File: config.mk
export PLATFORM = sky130hd
export DESIGN_NAME = json_pretty_print_stream_core
export DESIGN_NICKNAME = d
export VERILOG_FILES = /design/src/jpp_pkg.sv /design/src/json_pretty_print_stream_core.sv
export SDC_FILE = /design/constraint.sdc
export NUM_CORES = 1
export LEC_CHECK = 0
export BUFFER_PORTS_ARGS = -buffer_cell sky130_fd_sc_hd__buf_4
export CAP_MARGIN = 5
export CORE_MARGIN = 2
export CORE_UTILIZATION = 57
export DETAILED_ROUTE_END_ITERATION = 8
export PLACE_DENSITY = 0.81
export SLEW_MARGIN = 20
export SYNTH_ARGS = -nofsm -noshare
export SYNTH_HDL_FRONTEND = slang
export SYNTH_SLANG_ARGS = --single-unit
File: constraint.sdc
create_clock -name clock -period 3.4 [get_ports clock]
set_input_delay 0.17 -clock clock [delete_from_list [all_inputs] [get_ports clock]]
set_output_delay 0.17 -clock clock [all_outputs]
set_load 0.01 [all_outputs]
File: src/jpp_pkg.sv
package jpp_pkg;

   localparam int unsigned MAX_DEPTH = 7;
   localparam int unsigned DEPTH_W = 3;
   localparam int unsigned WIDTH_W = 3;
   localparam int unsigned SPACE_W = 5;

   localparam logic [WIDTH_W-1:0] WIDTH_CAP = 3'd4;
   localparam logic [WIDTH_W-1:0] WIDTH_RESET = 3'd4;
   localparam logic [DEPTH_W-1:0] DEPTH_LIMIT = 3'(MAX_DEPTH);

   localparam logic [7:0] CH_LBRACE = 8'h7B;
   localparam logic [7:0] CH_LBRACKET = 8'h5B;
   localparam logic [7:0] CH_LPAREN = 8'h28;
   localparam logic [7:0] CH_RBRACE = 8'h7D;
   localparam logic [7:0] CH_RBRACKET = 8'h5D;
   localparam logic [7:0] CH_RPAREN = 8'h29;
   localparam logic [7:0] CH_COMMA = 8'h2C;
   localparam logic [7:0] CH_QUOTE = 8'h22;
   localparam logic [7:0] CH_NEWLINE = 8'h0A;
   localparam logic [7:0] CH_SPACE = 8'h20;

endpackage

File: src/json_pretty_print_stream_core.sv
// throughput: one output byte per cycle from the expansion sequencer unless rsp stalls it;
// a dropped byte makes no output, a byte expands into at most 51 output bytes
// and the input is taken again in the cycle the previous item's last byte moves out
// reset (synchronous, active high) clears string flag, depth, space skip and all
// valid state; indent width returns to 4
module json_pretty_print_stream_core
   import jpp_pkg::*;
(
   input  logic               clock,
   input  logic               reset,
   input  logic               req_valid,
   output logic               req_ready,
   input  logic [7:0]         req_in_byte,
   output logic               rsp_valid,
   input  logic               rsp_ready,
   output logic [7:0]         rsp_out_byte,
   output logic               rsp_last,
   input  logic               csr_we,
   input  logic [WIDTH_W-1:0] csr_indent_width
);

   typedef enum logic [2:0] {
      PH_NL0,
      PH_SP0,
      PH_CHAR,
      PH_NL1,
      PH_SP1
   } phase_type;

   logic [WIDTH_W-1:0] width_ff;
   logic               in_string_ff, in_string_in;
   logic [DEPTH_W-1:0] depth_ff, depth_in;
   logic               skip_ff, skip_in;

   logic               job_active_ff;
   logic               job_pass_ff, job_pass_in;
   phase_type          phase_ff, phase_in, start_phase;
   logic [7:0]         job_byte_ff;
   logic [SPACE_W-1:0] job_spaces_ff, job_spaces_in;
   logic [SPACE_W-1:0] cnt_ff, cnt_in;

   logic               rsp_valid_ff;
   logic [7:0]         rsp_byte_ff;
   logic               rsp_last_ff;

   logic               accept, load_job, advance;
   logic [7:0]         cur_byte;
   logic               cur_last;
   logic [WIDTH_W-1:0] width_eff;
   logic               is_open, is_close;

   assign width_eff = (width_ff > WIDTH_CAP) ? WIDTH_CAP : width_ff;
   assign is_open = (req_in_byte == CH_LBRACE) || (req_in_byte == CH_LBRACKET) ||
                    (req_in_byte == CH_LPAREN);
   assign is_close = (req_in_byte == CH_RBRACE) || (req_in_byte == CH_RBRACKET) ||
                     (req_in_byte == CH_RPAREN);

   // decode of the incoming byte and state update
   always_comb begin
      in_string_in = in_string_ff;
      depth_in = depth_ff;
      skip_in = skip_ff;
      load_job = 1'b1;
      job_pass_in = 1'b1;
      start_phase = PH_CHAR;
      if (in_string_ff) begin
         if (req_in_byte == CH_QUOTE) begin
            in_string_in = 1'b0;
         end
      end else if (req_in_byte == CH_NEWLINE) begin
         load_job = 1'b0;
      end else if (skip_ff && (req_in_byte == CH_SPACE)) begin
         load_job = 1'b0;
      end else begin
         skip_in = 1'b0;
         if (is_open) begin
            if (depth_ff < DEPTH_LIMIT) begin
               depth_in = depth_ff + 1'b1;
            end
            job_pass_in = 1'b0;
         end else if (is_close) begin
            if (depth_ff != '0) begin
               depth_in = depth_ff - 1'b1;
            end
            job_pass_in = 1'b0;
            start_phase = PH_NL0;
         end else if (req_in_byte == CH_COMMA) begin
            job_pass_in = 1'b0;
            skip_in = 1'b1;
         end else if (req_in_byte == CH_QUOTE) begin
            in_string_in = 1'b1;
         end
      end
      job_spaces_in = SPACE_W'({2'b00, depth_in} * {2'b00, width_eff});
   end

   // byte produced by the sequencer this cycle
   always_comb begin
      cur_byte = CH_SPACE;
      cur_last = 1'b0;
      phase_in = phase_ff;
      cnt_in = cnt_ff;
      unique case (phase_ff)
         PH_NL0: begin
            cur_byte = CH_NEWLINE;
            cnt_in = job_spaces_ff;
            phase_in = (job_spaces_ff != '0) ? PH_SP0 : PH_CHAR;
         end
         PH_SP0: begin
            cnt_in = cnt_ff - 1'b1;
            if (cnt_ff == SPACE_W'(1)) begin
               phase_in = PH_CHAR;
            end
         end
         PH_CHAR: begin
            cur_byte = job_byte_ff;
            cur_last = job_pass_ff;
            phase_in = PH_NL1;
         end
         PH_NL1: begin
            cur_byte = CH_NEWLINE;
            cur_last = (job_spaces_ff == '0);
            cnt_in = job_spaces_ff;
            phase_in = PH_SP1;
         end
         PH_SP1: begin
            cur_last = (cnt_ff == SPACE_W'(1));
            cnt_in = cnt_ff - 1'b1;
         end
         default: begin
            cur_last = 1'b1;
         end
      endcase
   end

   assign advance = job_active_ff && (!rsp_valid_ff || rsp_ready);
   assign req_ready = !job_active_ff || (advance && cur_last);
   assign accept = req_valid && req_ready;

   always_ff @(posedge clock) begin
      if (reset) begin
         width_ff <= WIDTH_RESET;
         in_string_ff <= 1'b0;
         depth_ff <= '0;
         skip_ff <= 1'b0;
         job_active_ff <= 1'b0;
         rsp_valid_ff <= 1'b0;
         phase_ff <= PH_CHAR;
      end else begin
         if (csr_we) begin
            width_ff <= csr_indent_width;
         end
         if (accept) begin
            in_string_ff <= in_string_in;
            depth_ff <= depth_in;
            skip_ff <= skip_in;
         end
         if (accept) begin
            job_active_ff <= load_job;
            phase_ff <= start_phase;
         end else if (advance) begin
            job_active_ff <= !cur_last;
            phase_ff <= phase_in;
         end
         if (advance) begin
            rsp_valid_ff <= 1'b1;
         end else if (rsp_ready) begin
            rsp_valid_ff <= 1'b0;
         end
      end
   end

   // payload registers
   always_ff @(posedge clock) begin
      if (accept) begin
         job_byte_ff <= req_in_byte;
         job_pass_ff <= job_pass_in;
         job_spaces_ff <= job_spaces_in;
      end else if (advance) begin
         cnt_ff <= cnt_in;
      end
      if (advance) begin
         rsp_byte_ff <= cur_byte;
         rsp_last_ff <= cur_last;
      end
   end

   assign rsp_valid = rsp_valid_ff;
   assign rsp_out_byte = rsp_byte_ff;
   assign rsp_last = rsp_last_ff;

   a_depth_range: assert property (@(posedge clock) disable iff (reset)
      depth_ff <= DEPTH_LIMIT)
      else $error("nesting depth above limit");

   a_space_count: assert property (@(posedge clock) disable iff (reset)
      (job_active_ff && (phase_ff == PH_SP0 || phase_ff == PH_SP1)) |-> (cnt_ff != '0))
      else $error("space run entered with zero count");

   a_skip_outside_string: assert property (@(posedge clock) disable iff (reset)
      skip_ff |-> !in_string_ff)
      else $error("space skip set inside a string");

   a_job_loaded: assert property (@(posedge clock) disable iff (reset)
      (accept && load_job) |=> job_active_ff)
      else $error("expanding transfer not loaded");

   a_job_holds: assert property (@(posedge clock) disable iff (reset)
      (job_active_ff && !advance) |=> (job_active_ff && $stable(phase_ff)))
      else $error("sequencer moved while stalled");

endmodule

=== Yosys cells after proc, flatten, opt, wreduce, memory -nomap -nowiden ===
Index checks and enable logic that the tools add are counted.

* Word-level logic and storage cells: 109
* Input port bits: 16
* Output and inout bits: 11
* Register bits: 41

* Reduce and logical (&&, ||, !) cells: 28
* Equal/unequal tests: 16
* Add/subtract/negate cells: 3
* Bitwise logic cells: 4
* Multiply operators: 1
* Order comparisons: 2
* Mux-type cells: 42

{| class="wikitable"
|+ Operator list
! operator !! number
|-
| 8-bit by 6-bit equality test with 1-bit output, second input constant || 5
|-
| 3-bit two-way mux || 11
|-
| 8-bit by 7-bit equality test with 1-bit output, second input constant || 4
|-
| 1-bit two-way mux || 21
|-
| 8-bit one-hot mux with 2 select lines || 1
|-
| 2-bit two-way mux || 6
|-
| 3-bit one-hot mux with 4 select lines || 1
|-
| 5-bit one-hot mux with 2 select lines || 1
|-
| 5-bit nonzero test || 2
|-
| 8-bit by 4-bit equality test with 1-bit output, second input constant || 1
|-
| 3-bit by 2-bit equality test with 1-bit output, second input constant || 2
|-
| 1-bit logical OR || 6
|-
| 3-bit AND reduction || 2
|-
| 2-bit nonzero test || 3
|-
| 2-bit OR reduction || 3
|-
| 5-bit by 1-bit equality test with 1-bit output, second input constant || 1
|-
| 5-bit logical NOT || 1
|-
| 3-bit by 3-bit multiplier with 5-bit output || 1
|-
| 5-bit by 1-bit subtractor with 5-bit output, second input constant || 1
|-
| 1-bit logical AND || 4
|-
| 1-bit NOT || 4
|-
| 1-bit one-hot mux with 4 select lines || 1
|-
| 4-bit AND reduction || 1
|-
| 3-bit by 1-bit adder with 3-bit output, second input constant || 1
|-
| other kinds (10) || 12
|}

=== Logic depth before layout (Yosys ltp) ===
* Word-level depth: 9
* Gate-level depth with buffers: 13
* Gate-level depth less buffers: 13

=== Worst setup path after synthesis ===
No wires, ideal clock.

* Kind: reg2reg
* From: register depth_ff[0]
* To: register job_spaces_ff[4] (data pin)
* Setup time: 0.260 ns
* Slack: 0.385 ns
* Path buffers: 0
* Arrival time: 2.756 ns
* Required time: 3.140 ns
* Cell stages (with the launch flop): 13
* Clock period less this slack: 3.015 ns
* Cells stage by stage: dfxtp_1 -> inv_1 -> ha_1 -> a221oi_4 -> a22oi_1 -> o2bb2ai_1 -> nor2_1 -> fa_1 -> ha_1 -> inv_1 -> fa_1 -> xor2_1 -> xnor2_1

* Longest elaborated chain between the ends: 8

{| class="wikitable"
|+ RTL lines
! element !! RTL line !! source
|-
| from (decl) || json_pretty_print_stream_core.sv:32 || <nowiki>logic [DEPTH_W-1:0] depth_ff, depth_in;</nowiki>
|-
| from (signal assigned) || json_pretty_print_stream_core.sv:155 || <nowiki>depth_ff <= depth_in;</nowiki>
|-
| 3-bit by 1-bit subtractor with 3-bit output or 3-bit nonzero test (tied branches) || json_pretty_print_stream_core.sv:83, json_pretty_print_stream_core.sv:82 ||
|-
| 3-bit two-way mux || json_pretty_print_stream_core.sv:82 || <nowiki>if (depth_ff != '0) begin</nowiki>
|-
| 3-bit two-way mux || json_pretty_print_stream_core.sv:81 || <nowiki>end else if (is_close) begin</nowiki>
|-
| 3-bit two-way mux || json_pretty_print_stream_core.sv:76 || <nowiki>if (is_open) begin</nowiki>
|-
| 3-bit two-way mux || json_pretty_print_stream_core.sv:72 || <nowiki>end else if (skip_ff && (req_in_byte == CH_SPACE)) begin</nowiki>
|-
| 3-bit two-way mux || json_pretty_print_stream_core.sv:70 || <nowiki>end else if (req_in_byte == CH_NEWLINE) begin</nowiki>
|-
| 3-bit two-way mux (*) || json_pretty_print_stream_core.sv:66 || <nowiki>if (in_string_ff) begin</nowiki>
|-
| 3-bit by 3-bit multiplier with 5-bit output (*) || json_pretty_print_stream_core.sv:94 || <nowiki>job_spaces_in = SPACE_W'({2'b00, depth_in} * {2'b00, width_eff});</nowiki>
|-
| net job_spaces_in[4] || json_pretty_print_stream_core.sv:39 || <nowiki>logic [SPACE_W-1:0] job_spaces_ff, job_spaces_in;</nowiki>
|-
| to (signal assigned) || json_pretty_print_stream_core.sv:178 || <nowiki>job_spaces_ff <= job_spaces_in;</nowiki>
|-
| to (decl) || json_pretty_print_stream_core.sv:39 ||
|}

The timed path passes the listed nets; every way through them passes the cells marked *.
A chain may end at the register's enable or synchronous reset.

=== Worst setup path after layout ===
* From: register depth_ff[1]
* To: register job_spaces_ff[4] (data pin)

Same word-level chain as after synthesis.

==> summary.md <==
| Metric | Value |
|---|---|
| Initial Util | about 60% |
| Worst-Margin Slew | 0.748 ns |
| Launching point of the worst reg2reg path | depth_ff[1]$_SDFFE_PP0P_ |
| CP arrival | around 3.3 ns |
| Clk Latency, worst-skew pair | slightly below 0.3 ns |
| # hold bufs at CTS | 0 |
| Worst R2R Path Depth | 12 |
| Area of placed instances | ~2500 um^2 |
| Worst VDD drop | 0.000214 V |
| Final Skew | 0.00579 ns |
| Routability cong. | 0.979 |
| Hold depth | 1 |
| Final Non-Filler Cells | between 200 and 300 |
| DR pass1 iterations | 4 |
| Maximum clock frequency | ~310 MHz |
| Post-layout utilization of the core | 69.4% |
| Flops & latches, synth | 41 |
| Hold Path Sink | job_byte_ff[7]$_DFFE_PP_ |
| Largest net degree at the start of global routing | 24 |
| Reg2reg end | job_spaces_ff[4]$_DFFE_PP_ |
| IO Pins | 27 |
| Drt drc | 0 |
| Crit. End Element | register |
| ANT cells | 0 |
| Grt total ovfl | 0 |
| Total Routed Length | between 3000 and 4000 um |
| Detailed Place HPWL | roughly 2900 um |
| WP data required | roughly 3.4 ns |
| Fin crit share | between 90% and 100% |
| Via density | between 5 and 6 |
| Slowest CP cell | fa_1 |
| Worst-path clk slew | about 0.070 ns |
| Layout area overhead | 15.5% |
| CP Max Fanout | 6 |
| Synth Net Count | 243 |
| Vias | between 1500 and 2000 |
| Max-cap check violation count | 0 |
| Number of flops mapped to enable cells by yosys | 28 |
| Proportion of layout cells with a drive suffix above 1 | between 15 and 20% |
| Sink Count | about 40 |
| Port bufs | 26 |
| Top FF cell, synth | edfxtp_1 |
| Root Buffer | clkbuf_8 |
| Die width | ~67 um |
| Max-slew headroom | between 40% and 50% |
| Final Instance Area | between 2000 and 3000 um^2 |
| Worst setup path category | reg2reg |
| R2R Setup Slk | about 0.18 ns |
| Clock tree buffer depth | 2 |
| Max Slew Vio Count | 0 |
| Die area | 4430 um^2 |
| TritonCTS clock tree | built |
| Gate Count Post-Synth | 217 |
| Die H | ~67 um |
| Final setup viols | 0 |
| Dpl cells | between 200 and 300 |
| TritonCTS Buffers | 5 |
| HP Class | in2reg |
| Min Clock Period, post-route | around 3.2 ns |
| Initial drt markers | about 120 |
| Pwr Density | between 300 and 400 nW/um^2 |
| Post-CTS setup repair buffer count | 0 |
| CP startpoint kind | register |
| RSZ-0062 raised after global routing | no |
| Static Leak | a little under 0.001 uW |
| Core area | between 3000 and 4000 um^2 |
| Hold Path Origin | req_in_byte[7] |
| Core Rows | 22 |
| TNS Setup | 0 ns |
| Number of global-route vias before repair | between 1500 and 2000 |
| Mapped cell area | roughly 2200 um^2 |
| Total global-route track usage | between 20% and 30% |
| Critical Path, Cell by Cell | inv_1 > ha_1 > a221oi_4 > a21oi_1 > o21ai_1 > a21oi_1 > fa_1 > ha_1 > inv_1 > fa_1 > xor2_1 > xnor2_1 |
| Antenna Violating Nets Remaining | 0 |
| Fin. Hold Viols | 0 |
| Outcome | finished, final reports clean |
| Asr flop ratio synth | 0% |
| Syn_area_per_cell | approximately 10 um^2 |
| Sequential cell area fraction in the yosys report | between 40% and 50% |
| DR WL/cell | approximately 13 um |
| Synth warn | 0 |
| Initial antenna violation count | 0 |
| Final nets | 274 |
| H-tree levels | 2 |
| First-pass GRT wire length | around 6700 um |
| Crit path largest cell delay | ~0.55 ns |
| Synth unique cells | 51 |
synth_stat cells, drive strengths merged, types with 5 or more instances:
cell	instances	area (um^2)
and3	5	31.3
edfxtp	28	841
nand2	15	56.3
nand2b	7	43.8
nor2	27	101
ha	8	100
dfxtp	13	260
a21oi	14	70.1
o21ai	7	35.0
inv	19	71.3
cell families (layout without fill, tap and decap cells):
group / Yosys count / count (layout) / share of synthesized area, %
and+or+nand+nor: 85 / 85 / 20.7
AOI/OAI and AO/OA: 48 / 48 / 15.5
DFF: 41 / 41 / 49.3
buffers and inverters: 23 / 55 / 3.98
adders and majority gates: 10 / 10 / 6.27
xor gates and xnor gates: 5 / 5 / 1.96
muxes: 5 / 5 / 2.30
power by group:
part / internal (uW) / switching, uW
Clock: 142 / 162
Combinational: 43.2 / 54.3
Sequential: 557 / 9.42
final cells by class:
cell class / count / area (um^2)
timing repair buffer: 28 / 210
tap: 48 / 60.1
clock buffer: 5 / 68.8
multi-input combinational: 153 / 1050
sequential: 41 / 1100
fill: 294 / 1140
inverter: 19 / 71.3
clock inverter: 3 / 17.5
worst max-delay path, delay by kind of cell, from the launching register on:
family | cells | cell delay, ns
AOI/OAI and AO/OA | 4 | 0.82
xor gates and xnor gates | 2 | 0.28
adders and majority gates | 4 | 1.30
buffers and inverters | 2 | 0.17
DFF | 1 | 0.42
worst max path at each step:
stage | from | to | depth (start not counted)
CTS | depth_ff[1]$_SDFFE_PP0P_ | job_spaces_ff[4]$_DFFE_PP_ | 12
detailed placement | req_in_byte[4] | job_spaces_ff[4]$_DFFE_PP_ | 12
global placement | req_in_byte[6] | job_spaces_ff[4]$_DFFE_PP_ | 12
finish | depth_ff[1]$_SDFFE_PP0P_ | job_spaces_ff[4]$_DFFE_PP_ | 12
global route | depth_ff[1]$_SDFFE_PP0P_ | job_spaces_ff[4]$_DFFE_PP_ | 12
floorplan | depth_ff[0]$_SDFFE_PP0P_ | job_spaces_ff[4]$_DFFE_PP_ | 12
per-stage QoR:
step                power [uW]  hold slack (ns)  setup WS (ns)
floorplan                  631            0.269          0.385
global route              1010           0.0732         0.0342
CTS                        979           0.0766          0.200
finish                     967           0.0935          0.178
detailed placement         674            0.383          0.124
global placement           673            0.386          0.189
timing repair:
action,4_1_cts,5_1_grt
gates resized for setup,0,1
setup endpoints to repair,0,1
endpoints found under the hold margin,0,0
sequential cells by signal, indices dropped and copies added (netlist names):
| name | cells |
|---|---|
| job_pass_ff | 1 |
| job_byte_ff | 8 |
| job_spaces_ff | 5 |
| in_string_ff | 1 |
| rsp_valid | 1 |
| cnt_ff | 5 |
| skip_ff | 1 |
| phase_ff | 3 |
| width_ff | 3 |
| job_active_ff | 1 |
| rsp_last | 1 |
| rsp_out_byte | 8 |
| depth_ff | 3 |
cells in the final DEF (no fill, tap or decap), drive strengths merged, types with 2 or more instances in the layout:
master | netlist | routed
a211oi | 4 | 4
a21oi | 14 | 14
a22oi | 2 | 2
a31oi | 3 | 3
a32o | 2 | 2
and2 | 2 | 2
and3 | 5 | 5
and3b | 2 | 2
buf | 2 | 28
clkbuf | 2 | 5
clkinv | 0 | 2
dfxtp | 13 | 13
edfxtp | 28 | 28
fa | 2 | 2
ha | 8 | 8
inv | 19 | 19
mux2i | 4 | 4
nand2 | 15 | 15
nand2b | 7 | 7
nand3 | 2 | 2
nand4 | 3 | 3
nor2 | 27 | 27
nor2b | 4 | 4
nor3 | 4 | 4
nor3b | 3 | 3
nor4 | 2 | 2
nor4b | 2 | 2
o211ai | 4 | 4
o21a | 3 | 3
o21ai | 7 | 7
o32ai | 2 | 2
or4 | 2 | 2
xnor2 | 3 | 3
xor2 | 2 | 2
layer usage:
| layer | routed length [um] | up-vias | GRT usage, % | part of all wire [%] |
|---|---|---|---|---|
| li1 | - | 852 | - | - |
| met1 | 1760 | 743 | 23.9 | 45 |
| met2 | 1840 | 48 | 36.0 | 47 |
| met3 | 199 | 8 | 5.07 | 5.1 |
| met4 | 87 | 0 | 7.91 | 2.2 |
| met5 | 0 | - | 0 | 0 |
No activity file was read; power rests on OpenSTA's default activity.
